[src/sv/rwpe_pkg.sv]
// ----------------------------------------------------------------------------
// rwpe_pkg: shared types and constants of the ring window prefetch/evict unit
// Field widths, action and command codes, register indexes, and the command
// and status bundles between controller and datapath.
// ----------------------------------------------------------------------------
package rwpe_pkg;

  localparam int ACTION_W  = 2;
  localparam int STEP_W    = 8;
  localparam int SLOT_W    = 5;
  localparam int COMMAND_W = 2;
  localparam int TARGET_W  = 5;
  localparam int PRIO_W    = 6;
  localparam int COUNT_W   = 6;
  localparam int WIN_W     = 5;
  localparam int CFG_IDX_W = 3;
  localparam int CFG_DAT_W = 6;
  localparam int CNT_W     = 7;
  localparam int MAG_W     = 8;

  // Largest ring that the count register can express
  localparam int RING_LIMIT = 63;
  // Most results reported per input item
  localparam int RES_LIMIT  = 64;
  // Restoring remainder steps, one per magnitude bit
  localparam int MOD_STEPS  = 8;

  localparam logic [ACTION_W-1:0] ACT_SEEK = 2'd0;
  localparam logic [ACTION_W-1:0] ACT_SLOT = 2'd1;
  localparam logic [ACTION_W-1:0] ACT_ALL  = 2'd2;
  localparam logic [ACTION_W-1:0] ACT_NONE = 2'd3;

  localparam logic [COMMAND_W-1:0] CMD_NOTHING = 2'd0;
  localparam logic [COMMAND_W-1:0] CMD_LOAD    = 2'd1;
  localparam logic [COMMAND_W-1:0] CMD_UNLOAD  = 2'd2;

  localparam logic [CFG_IDX_W-1:0] REG_ITEM_COUNT   = 3'd0;
  localparam logic [CFG_IDX_W-1:0] REG_LOAD_AHEAD   = 3'd1;
  localparam logic [CFG_IDX_W-1:0] REG_LOAD_BEHIND  = 3'd2;
  localparam logic [CFG_IDX_W-1:0] REG_KEEP_AHEAD   = 3'd3;
  localparam logic [CFG_IDX_W-1:0] REG_KEEP_BEHIND  = 3'd4;
  localparam logic [CFG_IDX_W-1:0] REG_LOADING_ON   = 3'd5;
  localparam logic [CFG_IDX_W-1:0] REG_UNLOADING_ON = 3'd6;

  typedef enum logic [3:0] {
    DP_NOP,
    DP_ACCEPT,
    DP_MOD,
    DP_CUR,
    DP_TRIM_PTR,
    DP_FILL_PTR,
    DP_ZERO_PTR,
    DP_LOAD,
    DP_UNLOAD,
    DP_FINISH
  } dp_op_t;

  typedef enum logic [1:0] {
    SRC_FWD,
    SRC_BACK,
    SRC_SLOT
  } dp_src_t;

  typedef enum logic [1:0] {
    PR_CNT,
    PR_EVEN,
    PR_ODD,
    PR_SLOT
  } dp_psel_t;

  typedef struct packed {
    dp_op_t           op;
    dp_src_t          src;
    dp_psel_t         psel;
    logic [CNT_W-1:0] cnt;
  } dp_cmd_t;

  typedef struct packed {
    logic                ring_empty;
    logic [ACTION_W-1:0] action;
    logic                out_free;
    logic                unload_on;
    logic                load_on;
    logic                trim_go;
    logic                trim_alt;
    logic [CNT_W-1:0]    trim_n;
    logic                fill_full;
    logic [COUNT_W-1:0]  m;
    logic [WIN_W-1:0]    la;
    logic [WIN_W-1:0]    lb;
    logic                slot_ok;
    logic                prio_ok;
  } dp_stat_t;

  typedef struct packed {
    logic [COMMAND_W-1:0] command;
    logic [TARGET_W-1:0]  target;
    logic [PRIO_W-1:0]    priority_res;
    logic                 is_current;
    logic                 last;
  } out_item_t;

endpackage

[src/sv/rwpe_if.sv]
// ----------------------------------------------------------------------------
// rwpe_if: request and result channels of the ring window prefetch/evict unit
// Valid/ready channels; a transfer happens when valid and ready are both high.
// ----------------------------------------------------------------------------
interface rwpe_in_if;
  logic                               valid;
  logic                               ready;
  logic [rwpe_pkg::ACTION_W-1:0]      action;
  logic signed [rwpe_pkg::STEP_W-1:0] step;
  logic [rwpe_pkg::SLOT_W-1:0]        slot;

  modport source (output valid, output action, output step, output slot, input ready);
  modport sink   (input valid, input action, input step, input slot, output ready);
endinterface

interface rwpe_out_if;
  logic                           valid;
  logic                           ready;
  logic [rwpe_pkg::COMMAND_W-1:0] command;
  logic [rwpe_pkg::TARGET_W-1:0]  target;
  logic [rwpe_pkg::PRIO_W-1:0]    priority_res;
  logic                           is_current;
  logic                           last;

  modport source (output valid, output command, output target, output priority_res,
                  output is_current, output last, input ready);
  modport sink   (input valid, input command, input target, input priority_res,
                  input is_current, input last, output ready);
endinterface

[src/sv/rwpe_dp.sv]
// ----------------------------------------------------------------------------
// rwpe_dp: datapath of the ring window prefetch/evict unit
// Configuration registers, position, loaded flags, remainder unit, walk
// pointers, pending result and output register.
// ----------------------------------------------------------------------------
module rwpe_dp #(
  parameter int MAX_ITEMS = 32
) (
  input  logic                                clk,
  input  logic                                rst_n,
  input  logic                                cfg_we,
  input  logic [rwpe_pkg::CFG_IDX_W-1:0]      cfg_index,
  input  logic [rwpe_pkg::CFG_DAT_W-1:0]      cfg_data,
  input  logic [rwpe_pkg::ACTION_W-1:0]       in_action,
  input  logic signed [rwpe_pkg::STEP_W-1:0]  in_step,
  input  logic [rwpe_pkg::SLOT_W-1:0]         in_slot,
  input  rwpe_pkg::dp_cmd_t                   cmd,
  output rwpe_pkg::dp_stat_t                  stat,
  input  logic                                out_ready,
  output logic                                out_valid,
  output rwpe_pkg::out_item_t                 out_item
);

  localparam int CAP = (MAX_ITEMS < rwpe_pkg::RING_LIMIT) ? MAX_ITEMS : rwpe_pkg::RING_LIMIT;
  localparam int SW  = $clog2(CAP);

  // configuration
  logic [rwpe_pkg::COUNT_W-1:0] ic_r;
  logic [rwpe_pkg::WIN_W-1:0]   la_r, lb_r, ka_r, kb_r;
  logic                         lon_r, uon_r;

  // item state
  logic [SW-1:0]                 pos_r;
  logic [CAP-1:0]                loaded_r;
  logic [rwpe_pkg::ACTION_W-1:0] action_r;
  logic [rwpe_pkg::SLOT_W-1:0]   slot_r;
  logic [rwpe_pkg::MAG_W-1:0]    margin_r;
  logic [rwpe_pkg::MAG_W-1:0]    mag_r;
  logic                          neg_r;
  logic [SW-1:0]                 cur_r;
  logic [SW-1:0]                 fp_r, bp_r;
  logic [rwpe_pkg::CNT_W-1:0]    emit_cnt_r;
  logic                          pend_valid_r;
  rwpe_pkg::out_item_t           pend_r;
  logic                          out_valid_r;
  rwpe_pkg::out_item_t           out_item_r;

  logic [rwpe_pkg::COUNT_W-1:0] m, m_m1, cur6, s6, fw, bw, cur_val;
  logic [rwpe_pkg::CNT_W-1:0]   ksum, rest, trim_n;
  logic                         trim_on, trim_alt, fill_full, out_free;
  logic [rwpe_pkg::PRIO_W-1:0]  slot_prio, step_prio;
  logic                         prio_ok;
  logic [9:0]                   x;
  logic [13:0]                  msh;
  logic [2:0]                   shamt;
  logic [6:0]                   fa0;
  logic [7:0]                   ba0;
  logic [SW-1:0]                sel_idx, fp_adv, bp_adv;
  logic                         flag, is_step, hit, keep, out_load;
  rwpe_pkg::out_item_t          new_item, out_nxt;

  assign m    = (ic_r > rwpe_pkg::COUNT_W'(CAP)) ? rwpe_pkg::COUNT_W'(CAP) : ic_r;
  assign m_m1 = m - 6'd1;
  assign cur6 = 6'(cur_r);
  assign s6   = 6'(slot_r);
  assign out_free = !out_valid_r || out_ready;

  // trim window geometry
  assign ksum     = 7'(ka_r) + 7'(kb_r);
  assign trim_on  = uon_r && (m != 6'd0) && (ksum < 7'(m));
  assign rest     = 7'(m) - ksum - 7'd1;
  assign trim_alt = 9'(rest) >= {margin_r, 1'b0};
  assign trim_n   = trim_alt ? 7'({margin_r, 1'b0}) : rest;
  assign fill_full = (7'(la_r) + 7'(lb_r) + 7'd1) >= 7'(m);

  // priority of a single invalidated slot
  always_comb begin
    fw = (s6 >= cur6) ? s6 - cur6 : s6 + m - cur6;
    bw = (cur6 >= s6) ? cur6 - s6 : cur6 + m - s6;
    slot_prio = '0;
    prio_ok   = 1'b1;
    if (fill_full) begin
      if (fw < bw) begin
        slot_prio = (fw == 6'd0) ? 6'd0 : 6'({fw, 1'b0} - 7'd1);
      end else begin
        slot_prio = 6'({bw, 1'b0});
      end
    end else if (fw <= 6'(la_r)) begin
      slot_prio = (fw == 6'd0) ? 6'd0 : 6'({fw, 1'b0} - 7'd1);
    end else if (bw <= 6'(lb_r)) begin
      slot_prio = 6'({bw, 1'b0});
    end else begin
      prio_ok = 1'b0;
    end
  end

  always_comb begin
    stat.ring_empty = (m == 6'd0);
    stat.action     = action_r;
    stat.out_free   = out_free;
    stat.unload_on  = uon_r;
    stat.load_on    = lon_r;
    stat.trim_go    = trim_on && (trim_n != 7'd0);
    stat.trim_alt   = trim_alt;
    stat.trim_n     = trim_n;
    stat.fill_full  = fill_full;
    stat.m          = m;
    stat.la         = la_r;
    stat.lb         = lb_r;
    stat.slot_ok    = s6 < m;
    stat.prio_ok    = prio_ok;
  end

  // seek target before reduction, and the remainder step
  assign x     = 10'(pos_r) + ((in_action == rwpe_pkg::ACT_SEEK) ?
                                {{2{in_step[7]}}, in_step} : 10'd0);
  assign shamt = 3'(rwpe_pkg::MOD_STEPS - 1) - cmd.cnt[2:0];
  assign msh   = 14'(m) << shamt;
  assign cur_val = (neg_r && (mag_r != '0)) ? m - 6'(mag_r) : 6'(mag_r);
  assign fa0   = 7'(cur_r) + 7'(ka_r) + 7'd1;
  assign ba0   = 8'(cur_r) + 8'(m) - 8'(kb_r) - 8'd1;

  // walk step
  always_comb begin
    unique case (cmd.src)
      rwpe_pkg::SRC_FWD:  sel_idx = fp_r;
      rwpe_pkg::SRC_BACK: sel_idx = bp_r;
      default:            sel_idx = SW'(slot_r);
    endcase
    unique case (cmd.psel)
      rwpe_pkg::PR_CNT:  step_prio = 6'(cmd.cnt);
      rwpe_pkg::PR_EVEN: step_prio = 6'({cmd.cnt, 1'b0});
      rwpe_pkg::PR_ODD:  step_prio = 6'({cmd.cnt, 1'b1});
      default:           step_prio = slot_prio;
    endcase
    fp_adv  = (6'(fp_r) == m_m1) ? '0 : fp_r + 1'b1;
    bp_adv  = (bp_r == '0) ? SW'(m_m1) : bp_r - 1'b1;
    flag    = loaded_r[sel_idx];
    is_step = (cmd.op == rwpe_pkg::DP_LOAD) || (cmd.op == rwpe_pkg::DP_UNLOAD);
    hit     = (cmd.op == rwpe_pkg::DP_LOAD) ? !flag : flag;
    keep    = emit_cnt_r < 7'(rwpe_pkg::RES_LIMIT);

    new_item.command      = (cmd.op == rwpe_pkg::DP_LOAD) ? rwpe_pkg::CMD_LOAD
                                                          : rwpe_pkg::CMD_UNLOAD;
    new_item.target       = rwpe_pkg::TARGET_W'(sel_idx);
    new_item.priority_res = (cmd.op == rwpe_pkg::DP_LOAD) ? step_prio : '0;
    new_item.is_current   = (cmd.op == rwpe_pkg::DP_UNLOAD) && (sel_idx == cur_r);
    new_item.last         = 1'b0;

    out_load = 1'b0;
    out_nxt  = pend_r;
    if (is_step && hit && keep && pend_valid_r) begin
      out_load = 1'b1;
    end else if (cmd.op == rwpe_pkg::DP_FINISH) begin
      out_load = 1'b1;
      if (pend_valid_r) begin
        out_nxt.last = 1'b1;
      end else begin
        out_nxt = '{command: rwpe_pkg::CMD_NOTHING, target: '0, priority_res: '0,
                    is_current: 1'b0, last: 1'b1};
      end
    end
  end

  // configuration registers
  always_ff @(posedge clk) begin
    if (!rst_n) begin
      ic_r  <= '0;
      la_r  <= 5'd1;
      lb_r  <= 5'd1;
      ka_r  <= 5'd2;
      kb_r  <= 5'd2;
      lon_r <= 1'b1;
      uon_r <= 1'b1;
    end else if (cfg_we) begin
      unique case (cfg_index)
        rwpe_pkg::REG_ITEM_COUNT:   ic_r  <= cfg_data;
        rwpe_pkg::REG_LOAD_AHEAD:   la_r  <= 5'(cfg_data);
        rwpe_pkg::REG_LOAD_BEHIND:  lb_r  <= 5'(cfg_data);
        rwpe_pkg::REG_KEEP_AHEAD:   ka_r  <= 5'(cfg_data);
        rwpe_pkg::REG_KEEP_BEHIND:  kb_r  <= 5'(cfg_data);
        rwpe_pkg::REG_LOADING_ON:   lon_r <= cfg_data[0];
        rwpe_pkg::REG_UNLOADING_ON: uon_r <= cfg_data[0];
        default: ;
      endcase
    end
  end

  // control state
  always_ff @(posedge clk) begin
    if (!rst_n) begin
      pos_r        <= '0;
      loaded_r     <= '0;
      emit_cnt_r   <= '0;
      pend_valid_r <= 1'b0;
      out_valid_r  <= 1'b0;
    end else begin
      if (out_load) begin
        out_valid_r <= 1'b1;
      end else if (out_ready) begin
        out_valid_r <= 1'b0;
      end
      unique case (cmd.op)
        rwpe_pkg::DP_ACCEPT: begin
          emit_cnt_r   <= '0;
          pend_valid_r <= 1'b0;
          if ((in_action == rwpe_pkg::ACT_SEEK) && (m == 6'd0)) begin
            pos_r <= '0;
          end
        end
        rwpe_pkg::DP_CUR: begin
          if (action_r == rwpe_pkg::ACT_SEEK) begin
            pos_r <= SW'(cur_val);
          end
        end
        rwpe_pkg::DP_LOAD, rwpe_pkg::DP_UNLOAD: begin
          if (hit) begin
            loaded_r[sel_idx] <= (cmd.op == rwpe_pkg::DP_LOAD);
            if (keep) begin
              pend_valid_r <= 1'b1;
              emit_cnt_r   <= emit_cnt_r + 7'd1;
            end
          end
        end
        rwpe_pkg::DP_FINISH: pend_valid_r <= 1'b0;
        default: ;
      endcase
    end
  end

  // payload
  always_ff @(posedge clk) begin
    if (out_load) begin
      out_item_r <= out_nxt;
    end
    unique case (cmd.op)
      rwpe_pkg::DP_ACCEPT: begin
        action_r <= in_action;
        slot_r   <= in_slot;
        margin_r <= in_step[7] ? 8'(~in_step + 8'sd1) : 8'(in_step);
        neg_r    <= x[9];
        mag_r    <= x[9] ? 8'(-x) : 8'(x);
      end
      rwpe_pkg::DP_MOD: begin
        if (14'(mag_r) >= msh) begin
          mag_r <= mag_r - 8'(msh);
        end
      end
      rwpe_pkg::DP_CUR: cur_r <= SW'(cur_val);
      rwpe_pkg::DP_TRIM_PTR: begin
        fp_r <= (fa0 >= 7'(m)) ? SW'(fa0 - 7'(m)) : SW'(fa0);
        bp_r <= (ba0 >= 8'(m)) ? SW'(ba0 - 8'(m)) : SW'(ba0);
      end
      rwpe_pkg::DP_FILL_PTR: begin
        bp_r <= cur_r;
        fp_r <= (cur6 == m_m1) ? '0 : cur_r + 1'b1;
      end
      rwpe_pkg::DP_ZERO_PTR: fp_r <= '0;
      rwpe_pkg::DP_LOAD, rwpe_pkg::DP_UNLOAD: begin
        if (hit && keep) begin
          pend_r <= new_item;
        end
        if (cmd.src == rwpe_pkg::SRC_FWD) begin
          fp_r <= fp_adv;
        end else if (cmd.src == rwpe_pkg::SRC_BACK) begin
          bp_r <= bp_adv;
        end
      end
      default: ;
    endcase
  end

  assign out_valid = out_valid_r;
  assign out_item  = out_item_r;

  a_step_needs_room: assert property (@(posedge clk) disable iff (!rst_n)
    (is_step || (cmd.op == rwpe_pkg::DP_FINISH)) |-> (!out_valid_r || out_ready))
    else $error("walk step issued while output register is blocked");

  a_finish_drains: assert property (@(posedge clk) disable iff (!rst_n)
    (cmd.op == rwpe_pkg::DP_FINISH) |=> (!pend_valid_r && out_valid_r))
    else $error("final result not moved to output");

  a_index_in_ring: assert property (@(posedge clk) disable iff (!rst_n)
    is_step |-> (6'(sel_idx) < m))
    else $error("walk index outside ring");

  a_pend_counted: assert property (@(posedge clk) disable iff (!rst_n)
    pend_valid_r |-> (emit_cnt_r != 7'd0))
    else $error("pending result without emission count");

endmodule

[src/sv/rwpe_ctrl.sv]
// ----------------------------------------------------------------------------
// rwpe_ctrl: controller of the ring window prefetch/evict unit
// Sequences remainder, trim, unload-all, fill and invalidate walks one step per cycle unless the output is blocked.
// ----------------------------------------------------------------------------
module rwpe_ctrl (
  input  logic               clk,
  input  logic               rst_n,
  input  logic               in_valid,
  output logic               in_ready,
  output rwpe_pkg::dp_cmd_t  cmd,
  input  rwpe_pkg::dp_stat_t stat
);

  localparam logic [3:0] S_IDLE      = 4'd0;
  localparam logic [3:0] S_MOD       = 4'd1;
  localparam logic [3:0] S_CUR       = 4'd2;
  localparam logic [3:0] S_TRIM_PTR  = 4'd3;
  localparam logic [3:0] S_TRIM      = 4'd4;
  localparam logic [3:0] S_FILL_PTR  = 4'd5;
  localparam logic [3:0] S_FILL_ALT  = 4'd6;
  localparam logic [3:0] S_FILL_BACK = 4'd7;
  localparam logic [3:0] S_FILL_FWD  = 4'd8;
  localparam logic [3:0] S_ZERO      = 4'd9;
  localparam logic [3:0] S_UNALL     = 4'd10;
  localparam logic [3:0] S_INV_UN    = 4'd11;
  localparam logic [3:0] S_INV_LD    = 4'd12;
  localparam logic [3:0] S_FIN       = 4'd13;

  logic [3:0]                 state_r, state_nxt;
  logic [rwpe_pkg::CNT_W-1:0] cnt_r, cnt_nxt, cnt_inc;

  assign cnt_inc  = cnt_r + 7'd1;
  assign in_ready = (state_r == S_IDLE);

  always_comb begin
    state_nxt = state_r;
    cnt_nxt   = cnt_r;
    cmd.op    = rwpe_pkg::DP_NOP;
    cmd.src   = rwpe_pkg::SRC_FWD;
    cmd.psel  = rwpe_pkg::PR_CNT;
    cmd.cnt   = cnt_r;
    unique case (state_r)
      S_IDLE: begin
        if (in_valid) begin
          cmd.op    = rwpe_pkg::DP_ACCEPT;
          cnt_nxt   = '0;
          state_nxt = S_MOD;
        end
      end
      S_MOD: begin
        if (stat.ring_empty || (stat.action == rwpe_pkg::ACT_NONE)) begin
          state_nxt = S_FIN;
        end else begin
          cmd.op = rwpe_pkg::DP_MOD;
          if (cnt_r == 7'(rwpe_pkg::MOD_STEPS - 1)) begin
            state_nxt = S_CUR;
          end else begin
            cnt_nxt = cnt_inc;
          end
        end
      end
      S_CUR: begin
        cmd.op = rwpe_pkg::DP_CUR;
        unique case (stat.action)
          rwpe_pkg::ACT_SEEK: state_nxt = S_TRIM_PTR;
          rwpe_pkg::ACT_SLOT: state_nxt = S_INV_UN;
          rwpe_pkg::ACT_ALL:  state_nxt = S_ZERO;
          default:            state_nxt = S_FIN;
        endcase
      end
      S_TRIM_PTR: begin
        cmd.op    = rwpe_pkg::DP_TRIM_PTR;
        cnt_nxt   = '0;
        state_nxt = stat.trim_go ? S_TRIM : S_FILL_PTR;
      end
      S_TRIM: begin
        if (stat.out_free) begin
          cmd.op  = rwpe_pkg::DP_UNLOAD;
          // alternate ahead and behind edges of the keep window when trim_alt is set, else ahead only
          cmd.src = (stat.trim_alt && cnt_r[0]) ? rwpe_pkg::SRC_BACK : rwpe_pkg::SRC_FWD;
          if (cnt_inc == stat.trim_n) begin
            state_nxt = S_FILL_PTR;
          end else begin
            cnt_nxt = cnt_inc;
          end
        end
      end
      S_FILL_PTR: begin
        cmd.op  = rwpe_pkg::DP_FILL_PTR;
        cnt_nxt = '0;
        priority if (!stat.load_on) begin
          state_nxt = S_FIN;
        end else if (stat.fill_full) begin
          state_nxt = S_FILL_ALT;
        end else begin
          state_nxt = S_FILL_BACK;
        end
      end
      S_FILL_ALT: begin
        if (stat.out_free) begin
          cmd.op  = rwpe_pkg::DP_LOAD;
          cmd.src = cnt_r[0] ? rwpe_pkg::SRC_FWD : rwpe_pkg::SRC_BACK;
          if (cnt_inc == 7'(stat.m)) begin
            state_nxt = S_FIN;
          end else begin
            cnt_nxt = cnt_inc;
          end
        end
      end
      S_FILL_BACK: begin
        if (stat.out_free) begin
          cmd.op   = rwpe_pkg::DP_LOAD;
          cmd.src  = rwpe_pkg::SRC_BACK;
          cmd.psel = rwpe_pkg::PR_EVEN;
          if (cnt_r == 7'(stat.lb)) begin
            cnt_nxt   = '0;
            state_nxt = (stat.la == '0) ? S_FIN : S_FILL_FWD;
          end else begin
            cnt_nxt = cnt_inc;
          end
        end
      end
      S_FILL_FWD: begin
        if (stat.out_free) begin
          cmd.op   = rwpe_pkg::DP_LOAD;
          cmd.src  = rwpe_pkg::SRC_FWD;
          cmd.psel = rwpe_pkg::PR_ODD;
          if (cnt_inc == 7'(stat.la)) begin
            state_nxt = S_FIN;
          end else begin
            cnt_nxt = cnt_inc;
          end
        end
      end
      S_ZERO: begin
        cmd.op    = rwpe_pkg::DP_ZERO_PTR;
        cnt_nxt   = '0;
        state_nxt = stat.unload_on ? S_UNALL : S_FILL_PTR;
      end
      S_UNALL: begin
        if (stat.out_free) begin
          cmd.op = rwpe_pkg::DP_UNLOAD;
          if (cnt_inc == 7'(stat.m)) begin
            state_nxt = S_FILL_PTR;
          end else begin
            cnt_nxt = cnt_inc;
          end
        end
      end
      S_INV_UN: begin
        priority if (!stat.slot_ok) begin
          state_nxt = S_FIN;
        end else if (!stat.unload_on) begin
          state_nxt = S_INV_LD;
        end else if (stat.out_free) begin
          cmd.op    = rwpe_pkg::DP_UNLOAD;
          cmd.src   = rwpe_pkg::SRC_SLOT;
          state_nxt = S_INV_LD;
        end
      end
      S_INV_LD: begin
        priority if (!(stat.load_on && stat.prio_ok)) begin
          state_nxt = S_FIN;
        end else if (stat.out_free) begin
          cmd.op    = rwpe_pkg::DP_LOAD;
          cmd.src   = rwpe_pkg::SRC_SLOT;
          cmd.psel  = rwpe_pkg::PR_SLOT;
          state_nxt = S_FIN;
        end
      end
      S_FIN: begin
        if (stat.out_free) begin
          cmd.op    = rwpe_pkg::DP_FINISH;
          state_nxt = S_IDLE;
        end
      end
      default: state_nxt = S_IDLE;
    endcase
  end

  always_ff @(posedge clk) begin
    if (!rst_n) begin
      state_r <= S_IDLE;
      cnt_r   <= '0;
    end else begin
      state_r <= state_nxt;
      cnt_r   <= cnt_nxt;
    end
  end

  a_accept_only_idle: assert property (@(posedge clk) disable iff (!rst_n)
    (cmd.op == rwpe_pkg::DP_ACCEPT) |=> (state_r == S_MOD))
    else $error("accept did not start remainder sequence");

  a_finish_to_idle: assert property (@(posedge clk) disable iff (!rst_n)
    (cmd.op == rwpe_pkg::DP_FINISH) |=> in_ready)
    else $error("finish did not return to idle");

  a_mod_bounded: assert property (@(posedge clk) disable iff (!rst_n)
    (state_r == S_MOD) |-> (cnt_r < 7'(rwpe_pkg::MOD_STEPS)))
    else $error("remainder step count overrun");

endmodule

[src/sv/ring_window_prefetch_evict_unit.sv]
// ----------------------------------------------------------------------------
// ring_window_prefetch_evict_unit: ring window prefetch/evict controller
// Tracks a position on a ring of slots with a loaded flag per slot and
// issues load/unload commands for seeks and invalidates.
// ----------------------------------------------------------------------------
// One request is handled at a time. Each request passes through an accept
// step, the restoring remainder unit that reduces the new position modulo
// the ring size, setup steps, then the trim, unload or fill walk that visits
// the slots (a single flag is read and written per cycle), and a last step
// that delivers the final result. A walk step pauses while the output
// register holds an untaken result. Results of a request arrive in order,
// the last one flagged; a request that causes no command yields a single
// "nothing to do" result. Registers may be written only while no request is
// in flight.
// ----------------------------------------------------------------------------
module ring_window_prefetch_evict_unit #(
  parameter int MAX_ITEMS = 32
) (
  input  logic                           clk,
  input  logic                           rst_n,
  rwpe_in_if.sink                        in_if,
  rwpe_out_if.source                     out_if,
  input  logic                           cfg_we,
  input  logic [rwpe_pkg::CFG_IDX_W-1:0] cfg_index,
  input  logic [rwpe_pkg::CFG_DAT_W-1:0] cfg_data
);

  rwpe_pkg::dp_cmd_t   cmd;
  rwpe_pkg::dp_stat_t  stat;
  rwpe_pkg::out_item_t out_item;
  logic                in_ready;
  logic                out_valid;

  rwpe_ctrl u_ctrl (
    .clk      (clk),
    .rst_n    (rst_n),
    .in_valid (in_if.valid),
    .in_ready (in_ready),
    .cmd      (cmd),
    .stat     (stat)
  );

  rwpe_dp #(
    .MAX_ITEMS (MAX_ITEMS)
  ) u_dp (
    .clk       (clk),
    .rst_n     (rst_n),
    .cfg_we    (cfg_we),
    .cfg_index (cfg_index),
    .cfg_data  (cfg_data),
    .in_action (in_if.action),
    .in_step   (in_if.step),
    .in_slot   (in_if.slot),
    .cmd       (cmd),
    .stat      (stat),
    .out_ready (out_if.ready),
    .out_valid (out_valid),
    .out_item  (out_item)
  );

  assign in_if.ready         = in_ready;
  assign out_if.valid        = out_valid;
  assign out_if.command      = out_item.command;
  assign out_if.target       = out_item.target;
  assign out_if.priority_res = out_item.priority_res;
  assign out_if.is_current   = out_item.is_current;
  assign out_if.last         = out_item.last;

endmodule

[src/flat_wrapper.sv]
// flat-port wrapper written by rule: the top's interface ports become plain ports
module ring_window_prefetch_evict_unit_flat 
#(
  parameter int MAX_ITEMS = 32
)
  (clk, rst_n, cfg_we, cfg_index, cfg_data, in_if_valid, in_if_action, in_if_step, in_if_slot, in_if_ready, out_if_valid, out_if_command, out_if_target, out_if_priority_res, out_if_is_current, out_if_last, out_if_ready);
  rwpe_in_if in_if_i ();
  rwpe_out_if out_if_i ();
  input  logic clk;
  input  logic rst_n;
  input  logic cfg_we;
  input  logic [rwpe_pkg::CFG_IDX_W-1:0] cfg_index;
  input  logic [rwpe_pkg::CFG_DAT_W-1:0] cfg_data;
  input wire logic [$bits(in_if_i.valid)-1:0] in_if_valid;
  input wire logic [$bits(in_if_i.action)-1:0] in_if_action;
  input wire logic [$bits(in_if_i.step)-1:0] in_if_step;
  input wire logic [$bits(in_if_i.slot)-1:0] in_if_slot;
  output wire logic [$bits(in_if_i.ready)-1:0] in_if_ready;
  output wire logic [$bits(out_if_i.valid)-1:0] out_if_valid;
  output wire logic [$bits(out_if_i.command)-1:0] out_if_command;
  output wire logic [$bits(out_if_i.target)-1:0] out_if_target;
  output wire logic [$bits(out_if_i.priority_res)-1:0] out_if_priority_res;
  output wire logic [$bits(out_if_i.is_current)-1:0] out_if_is_current;
  output wire logic [$bits(out_if_i.last)-1:0] out_if_last;
  input wire logic [$bits(out_if_i.ready)-1:0] out_if_ready;
  assign in_if_i.valid = in_if_valid;
  assign in_if_i.action = in_if_action;
  assign in_if_i.step = in_if_step;
  assign in_if_i.slot = in_if_slot;
  assign in_if_ready = in_if_i.ready;
  assign out_if_valid = out_if_i.valid;
  assign out_if_command = out_if_i.command;
  assign out_if_target = out_if_i.target;
  assign out_if_priority_res = out_if_i.priority_res;
  assign out_if_is_current = out_if_i.is_current;
  assign out_if_last = out_if_i.last;
  assign out_if_i.ready = out_if_ready;
  ring_window_prefetch_evict_unit #(.MAX_ITEMS(MAX_ITEMS)) u_core (.clk(clk), .rst_n(rst_n), .in_if(in_if_i), .out_if(out_if_i), .cfg_we(cfg_we), .cfg_index(cfg_index), .cfg_data(cfg_data));
endmodule
[config.mk]
export PLATFORM = sky130hd
export DESIGN_NAME = ring_window_prefetch_evict_unit_flat
export DESIGN_NICKNAME = d
export VERILOG_FILES = /design/src/sv/rwpe_pkg.sv /design/src/sv/rwpe_if.sv /design/src/sv/rwpe_dp.sv /design/src/sv/rwpe_ctrl.sv /design/src/sv/ring_window_prefetch_evict_unit.sv /design/src/flat_wrapper.sv
export SDC_FILE = /design/constraint.sdc
export NUM_CORES = 1
export LEC_CHECK = 0
export ABC_AREA = 1
export BUFFER_PORTS_ARGS = -buffer_cell sky130_fd_sc_hd__buf_2
export CAP_MARGIN = 15
export CELL_PAD_IN_SITES_DETAIL_PLACEMENT = 0
export CELL_PAD_IN_SITES_GLOBAL_PLACEMENT = 1
export CORE_MARGIN = 2
export CORE_UTILIZATION = 43
export DETAILED_ROUTE_END_ITERATION = 7
export PLACE_DENSITY = 0.79
export SETUP_SLACK_MARGIN = 0.4
export SYNTH_ARGS = -nofsm -noshare
export SYNTH_HDL_FRONTEND = slang
export SYNTH_SLANG_ARGS = --single-unit
[constraint.sdc]
create_clock -name clk -period 5.8 [get_ports clk]
set_clock_uncertainty 0.1 [all_clocks]
set_input_delay 1.16 -clock clk [delete_from_list [all_inputs] [get_ports clk]]
set_output_delay 1.16 -clock clk [all_outputs]
set_load 0.05 [all_outputs]
# Yosys cells after proc, flatten, opt, wreduce, memory -nomap -nowiden
# Cells that the tools add are included.
# word_totals
in_bits	29
out_inout_bits	17
word_cells	321
register_bits	153
# classes
addsub	31
n_reduce_logical	60
n_lt_le_gt_ge	16
muxes	109
shift	1
n_eq_ne	71
bitwise_logic	1
# ops
operator	n
$mux W7	19
$pmux W4 S14	2
$mux W4	23
$mux W6	12
$mux W5	12
$pmux W7 S7	1
$ne A2 B2 Y1 const B	24
$bwmux W32	1
$eq A4 B3 Y1 const B	8
$eq A4 B4 Y1 const B	8
$mux W15	2
$reduce_and A2 Y1	11
$pmux W5 S2	2
$pmux W5 S4	1
$add A5 B5 Y6	3
$pmux W6 S3	1
$mux W1	17
$eq A4 B2 Y1 const B	4
$mux W8	2
$pmux W8 S2	1
$pmux W5 S3	1
$reduce_and A15 Y1	1
$sub A5 B5 Y5	3
$add A6 B1 Y7 const B	2
75 further kinds	128

# Logic depth before layout (Yosys ltp)
# logic_depth
depth_word	23
depth_mapped	42
mapped_depth_nobuf	41

# Cells and area by module
# A second synthesis with hierarchy kept.
# unflattened
hier_cells	2141
area_unflattened_um2	14336.2
# by_module_without_submodules
module	cells_each	n_inst	area_each_um2	seq_area_each_um2
rwpe_dp	1797	1	12555.8	3523.4
rwpe_ctrl	344	1	1780.5	220.2

# Least setup slack after synthesis
# OpenSTA, ideal clock, no wires.
# synth_path
kind	reg2reg
startpoint	register u_core.u_dp.ic_r[5] (netlist bit)
endpoint	register u_core.u_dp.out_item_r (netlist bit u_core.u_dp.out_item[0]), enable pin
required_time_ps	5334
stages_incl_launch_ff	35
synth_period_minus_slack_ps	5552
arrival_time_ps	5085
path_slack_ps	248
setup_time_ps	366
n_path_buf	3
cell_sequence	dfxtp_1 > inv_2 > nand2_1 > fa_1 > inv_1 > ha_1 > a31oi_1 > xor2_1 > nand2_1 > nand2_1 > inv_1 > ha_1 > a21oi_1 > o21ai_0 > a21o_1 > nand2_1 > nand2_2 > nand3_2 > nand3_2 > buf_4 > nand4_4 > nand3_2 > buf_4 > nand2_1 > nand2_1 > nand2_1 > nand2_1 > nand2_1 > nand2_1 > nor2_2 > nand3_2 > nand2_4 > buf_6 > nand3_1 > nand2_1
# synth_via
elab_chain_cells	22
word_cells_on_any_way	45
cone_classes	6 x add/sub; 6 x order compare; 4 x eq/ne; 19 x mux; 10 x reduce/logical
# synth_rtl
item	line_no	source
start: declaration	rwpe_dp.sv:28	logic [rwpe_pkg::COUNT_W-1:0] ic_r;
start signal: assignment	rwpe_dp.sv:177	rwpe_pkg::REG_ITEM_COUNT: ic_r <= cfg_data;
$gt A6 B6 Y1	rwpe_dp.sv:62	assign m = (ic_r > rwpe_pkg::COUNT_W'(CAP)) ? rwpe_pkg::COUNT_W'(CAP) : ic_r;
$mux W6 *	rwpe_dp.sv:62	
$add A5 B6 Y6	rwpe_dp.sv:79	bw = (cur6 >= s6) ? cur6 - s6 : cur6 + m - s6;
$sub A6 B5 Y6	rwpe_dp.sv:79	
$mux W6	rwpe_dp.sv:79	
$le A6 B5 Y1	rwpe_dp.sv:90	end else if (bw <= 6'(lb_r)) begin
$mux W1	rwpe_dp.sv:90	
$mux W1	rwpe_dp.sv:88	end else if (fw <= 6'(la_r)) begin
(+5 left out)	n/a	
$pmux W5 S2	rwpe_dp.sv:125	unique case (cmd.src)
$bmux W1 S5	rwpe_dp.sv:138	flag = loaded_r[sel_idx];
$mux W1 (not written as such)	rwpe_dp.sv:138	
$logic_not A1 Y1	rwpe_dp.sv:140	hit = (cmd.op == rwpe_pkg::DP_LOAD) ? !flag : flag;
$mux W1	rwpe_dp.sv:140	
$logic_and A1 B1 Y1 (3 in series)	rwpe_dp.sv:152	if (is_step && hit && keep && pend_valid_r) begin
$mux W1 *	rwpe_dp.sv:152	
via u_core.u_dp.out_load	rwpe_dp.sv:59	logic flag, is_step, hit, keep, out_load;
end signal: assignment	rwpe_dp.sv:234	out_item_r <= out_nxt;
end: declaration	rwpe_dp.sv:46	rwpe_pkg::out_item_t out_item_r;
# The timed path passes the listed nets; every way through them passes the cells marked *. The select of a mux whose other input is x is not followed.
# A chain may end at the register's enable or synchronous reset.

==> flow_summary_export.csv <==
group,metric,value,unit
timing,setup_viol,0,
global_routing,grt_max_degree,45,
logic_synthesis,synth_edf_count,68,
floorplanning,io_pins,46,
worst_setup_path,slowest_stage,"fa_2",
clocking,htreeDepth,4,
global_routing,track_usage,26.2,%
finish,layout_common_cells,"nand2_1 (341), inv_1 (292), nor2_1 (180)",
clocking,cts_buffer_depth,2,
worst_setup_path,arrival,5670,ps
timing,period_share,92.8,%
detailed_routing,drc_errors,0,
floorplanning,die_area,0.0330,sq mm
finish,fin_util,51.7,%
worst_setup_path,crit_top_cell,"nand2_2",
finish,diodes,0,
worst_setup_path,crit_fanout,14,
clocking,clock_latency,460,ps
finish,stdcell_area,0.0162,sq mm
floorplanning,die_h,182,um
timing,report.final.hold_viol_count,0,
detailed_routing,via_per_inst,5.35,
pwr,leakagePower,7.61,nW
worst_setup_path,crit_path_end_kind,"register",
status,outcome,"completed",
worst_setup_path,max_stage_delay,620,ps
pwr,peakVddDrop,0.289,mV
clocking,cts_root_buf,"clkbuf_16",
timing,maxSlewViolCount,0,
worst_setup_path,path_class,"reg -> reg",
timing,tns,0,ps
detailed_routing,drt-initial-drc-count,982,
pwr,p_per_area,471,mW/mm^2
detailed_routing,avgRoutedWirePerCell,17.6,um
timing,min_period,5380,ps
global_routing,gr-total-overflow,0,
place,hpwl,33100,um
logic_synthesis,ys_types,59,
detailed_routing,drtPass1Iterations,5,
logic_synthesis,syn-num-nets,2072,
place,routabilityCongestion,0.946,
timing,rsz0062_at_grt,"yes",
global_routing,grt_pass1_wl,66800,um
timing,max_freq,186,MHz
logic_synthesis,syn_avg_cell_area,7.19,sq um
timing,worst_slack,417,ps
timing,tightest_slew,922,ps
clocking,cts_buffers,17,
place,portBuffers,45,
job,cap_violations,0,
clocking,clkTransAtPathRegs,80,ps
finish,final_common_cell,"nand2_1",
finish,nets,2206,
floorplanning,coreArea,0.0313,sq mm
detailed_routing,drt-total-wl,42800,um
global_routing,grt_antenna_before_repair,1,
finish,area_growth,19.1,%
floorplanning,floorplan.rows,65,
logic_synthesis,ys_ff_latch,153,
logic_synthesis,seq_area_frac_synth,27.6,%
logic_synthesis,async_flop_share,0,%
clocking,cts_sinks,153,
place,placed_cell_area,0.0148,sq mm
floorplanning,start_util,43.4,%
logic_synthesis,yosysWarningCount,0,
logic_synthesis,syn_inst,1890,
clocking,cts_tree,"built",
timing,slew_headroom,37.9,%
worst_hold_path,hold_class,"reg -> reg",
logic_synthesis,ys.flop_type,"dfxtp_1",
detailed_routing,vias,13100,
worst_setup_path,crit_required,6090,ps
detailed_routing,ant_nets,0,
floorplanning,die_x,182,um
place,dp_slack,-177,ps
global_routing,grt_pass1_vias,12600,
finish,layout-drive-gt1-share,15.9,%
worst_setup_path,startpoint_type,"register",
logic_synthesis,syn_area,0.0136,sq mm
## cells by family after synthesis
group           count (synthesis)  share of synthesized area [%]
xor+xnor                       79                           5.09
mux                             5                          0.368
simple gates                  801                           26.5
flops                         153                           27.6
compound gates                339                           14.5
buf+inv                       360                           10.4
fa+ha+maj                     153                           15.6
## per-stage QoR
stage,power (mW),std cells,hold WS (ps)
floorplan,4.50,1890,339
global placement,5.69,2382,346
detailed placement,5.73,2382,350
CTS,7.03,2420,361
global route,8.22,2439,377
finish,7.61,2439,360
## Yosys cell counts, drive strengths merged, types with 7 or more instances
library cell / n / area (sq um)
nand2: 383 / 1470
inv: 317 / 1190
nor2: 198 / 796
a21oi: 135 / 713
ha: 126 / 1580
o21ai: 109 / 546
nand3: 103 / 576
dfxtp: 85 / 1700
edfxtp: 68 / 2040
nand4: 62 / 418
xor2: 56 / 490
fa: 27 / 541
clkbuf: 23 / 86.3
xnor2: 23 / 201
buf: 19 / 126
nor3: 18 / 90.1
o211ai: 18 / 135
a211oi: 16 / 120
or2: 11 / 68.8
a31oi: 10 / 62.6
nand3b: 8 / 60.1
a21o: 7 / 52.6
## report_power, final
group,switching [mW],internal (mW)
clock,0.522,0.645
combinational,3.02,1.85
sequential,0.162,1.42
total,3.70,3.91
## what timing repair did
action                     CTS  global route
gates cloned                 1             6
setup buffers                5            13
hold buffers                 0             0
resized for setup           23           112
setup endpoints to repair   80           101
pin swaps                    4            46
## cell type report
class | count | area [sq um]
fill | 3057 | 15100
multi-input combinational | 1378 | 8860
sequential | 153 | 3750
timing repair buffer | 156 | 1250
inverter | 318 | 1220
tap | 402 | 503
clock buffer | 18 | 429
clock inverter | 14 | 161
## flip-flops by register name (all words and copies together) (netlist names), 2 cells and up
| register | count |
|---|---|
| u_core.u_ctrl.cnt_r | 7 |
| u_core.u_dp.ic_r | 6 |
| u_core.u_dp.bp_r | 5 |
| u_core.u_dp.margin_r | 8 |
| u_core.u_dp.loaded_r | 32 |
| u_core.u_dp.slot_r | 5 |
| u_core.u_dp.emit_cnt_r | 7 |
| u_core.u_dp.lb_r | 5 |
| u_core.u_dp.action_r | 2 |
| u_core.u_ctrl.state_r | 4 |
| u_core.u_dp.kb_r | 5 |
| u_core.u_dp.cur_r | 5 |
| u_core.u_dp.pos_r | 5 |
| u_core.u_dp.mag_r | 8 |
| u_core.u_dp.la_r | 5 |
| u_core.u_dp.out_item | 15 |
| u_core.u_dp.ka_r | 5 |
| u_core.u_dp.fp_r | 5 |
| u_core.u_dp.pend_r | 14 |
## per-layer routing
| layer | vias to the layer above | routed length, um | GRT usage [%] |
|---|---|---|---|
| met5 | - | 14 | 0 |
| met4 | 2 | 1200 | 8.65 |
| met3 | 70 | 3090 | 5.72 |
| met2 | 399 | 19900 | 44.2 |
| met1 | 6061 | 18700 | 33.2 |
| li1 | 6526 | - | - |
## worst paths after layout
kind / from / endpoint / slack, ps / cells after the start
setup reg to reg: u_core.u_dp.ic_r[1] / u_core.u_dp.loaded_r[11] / 420 / 42
hold / removal: u_core.u_dp.loaded_r[15] / u_core.u_dp.loaded_r[15] / 360 / 2
hold reg to reg: u_core.u_dp.loaded_r[15] / u_core.u_dp.loaded_r[15] / 360 / 2
setup / recovery: u_core.u_dp.ic_r[1] / u_core.u_dp.loaded_r[11] / 420 / 42
## worst max-delay path: cells and delay by family (launching register included)
| kind | cells | cell delay [ps] |
|---|---|---|
| AND/OR/NAND/NOR | 23 | 2030 |
| buffers and inverters | 10 | 970 |
| flip-flops | 1 | 330 |
| XOR/XNOR | 1 | 160 |
| AO/OA/AOI/OAI | 6 | 890 |
| adder cells (fa/ha/maj) | 2 | 830 |
No activity file was read; power rests on OpenSTA's default activity.
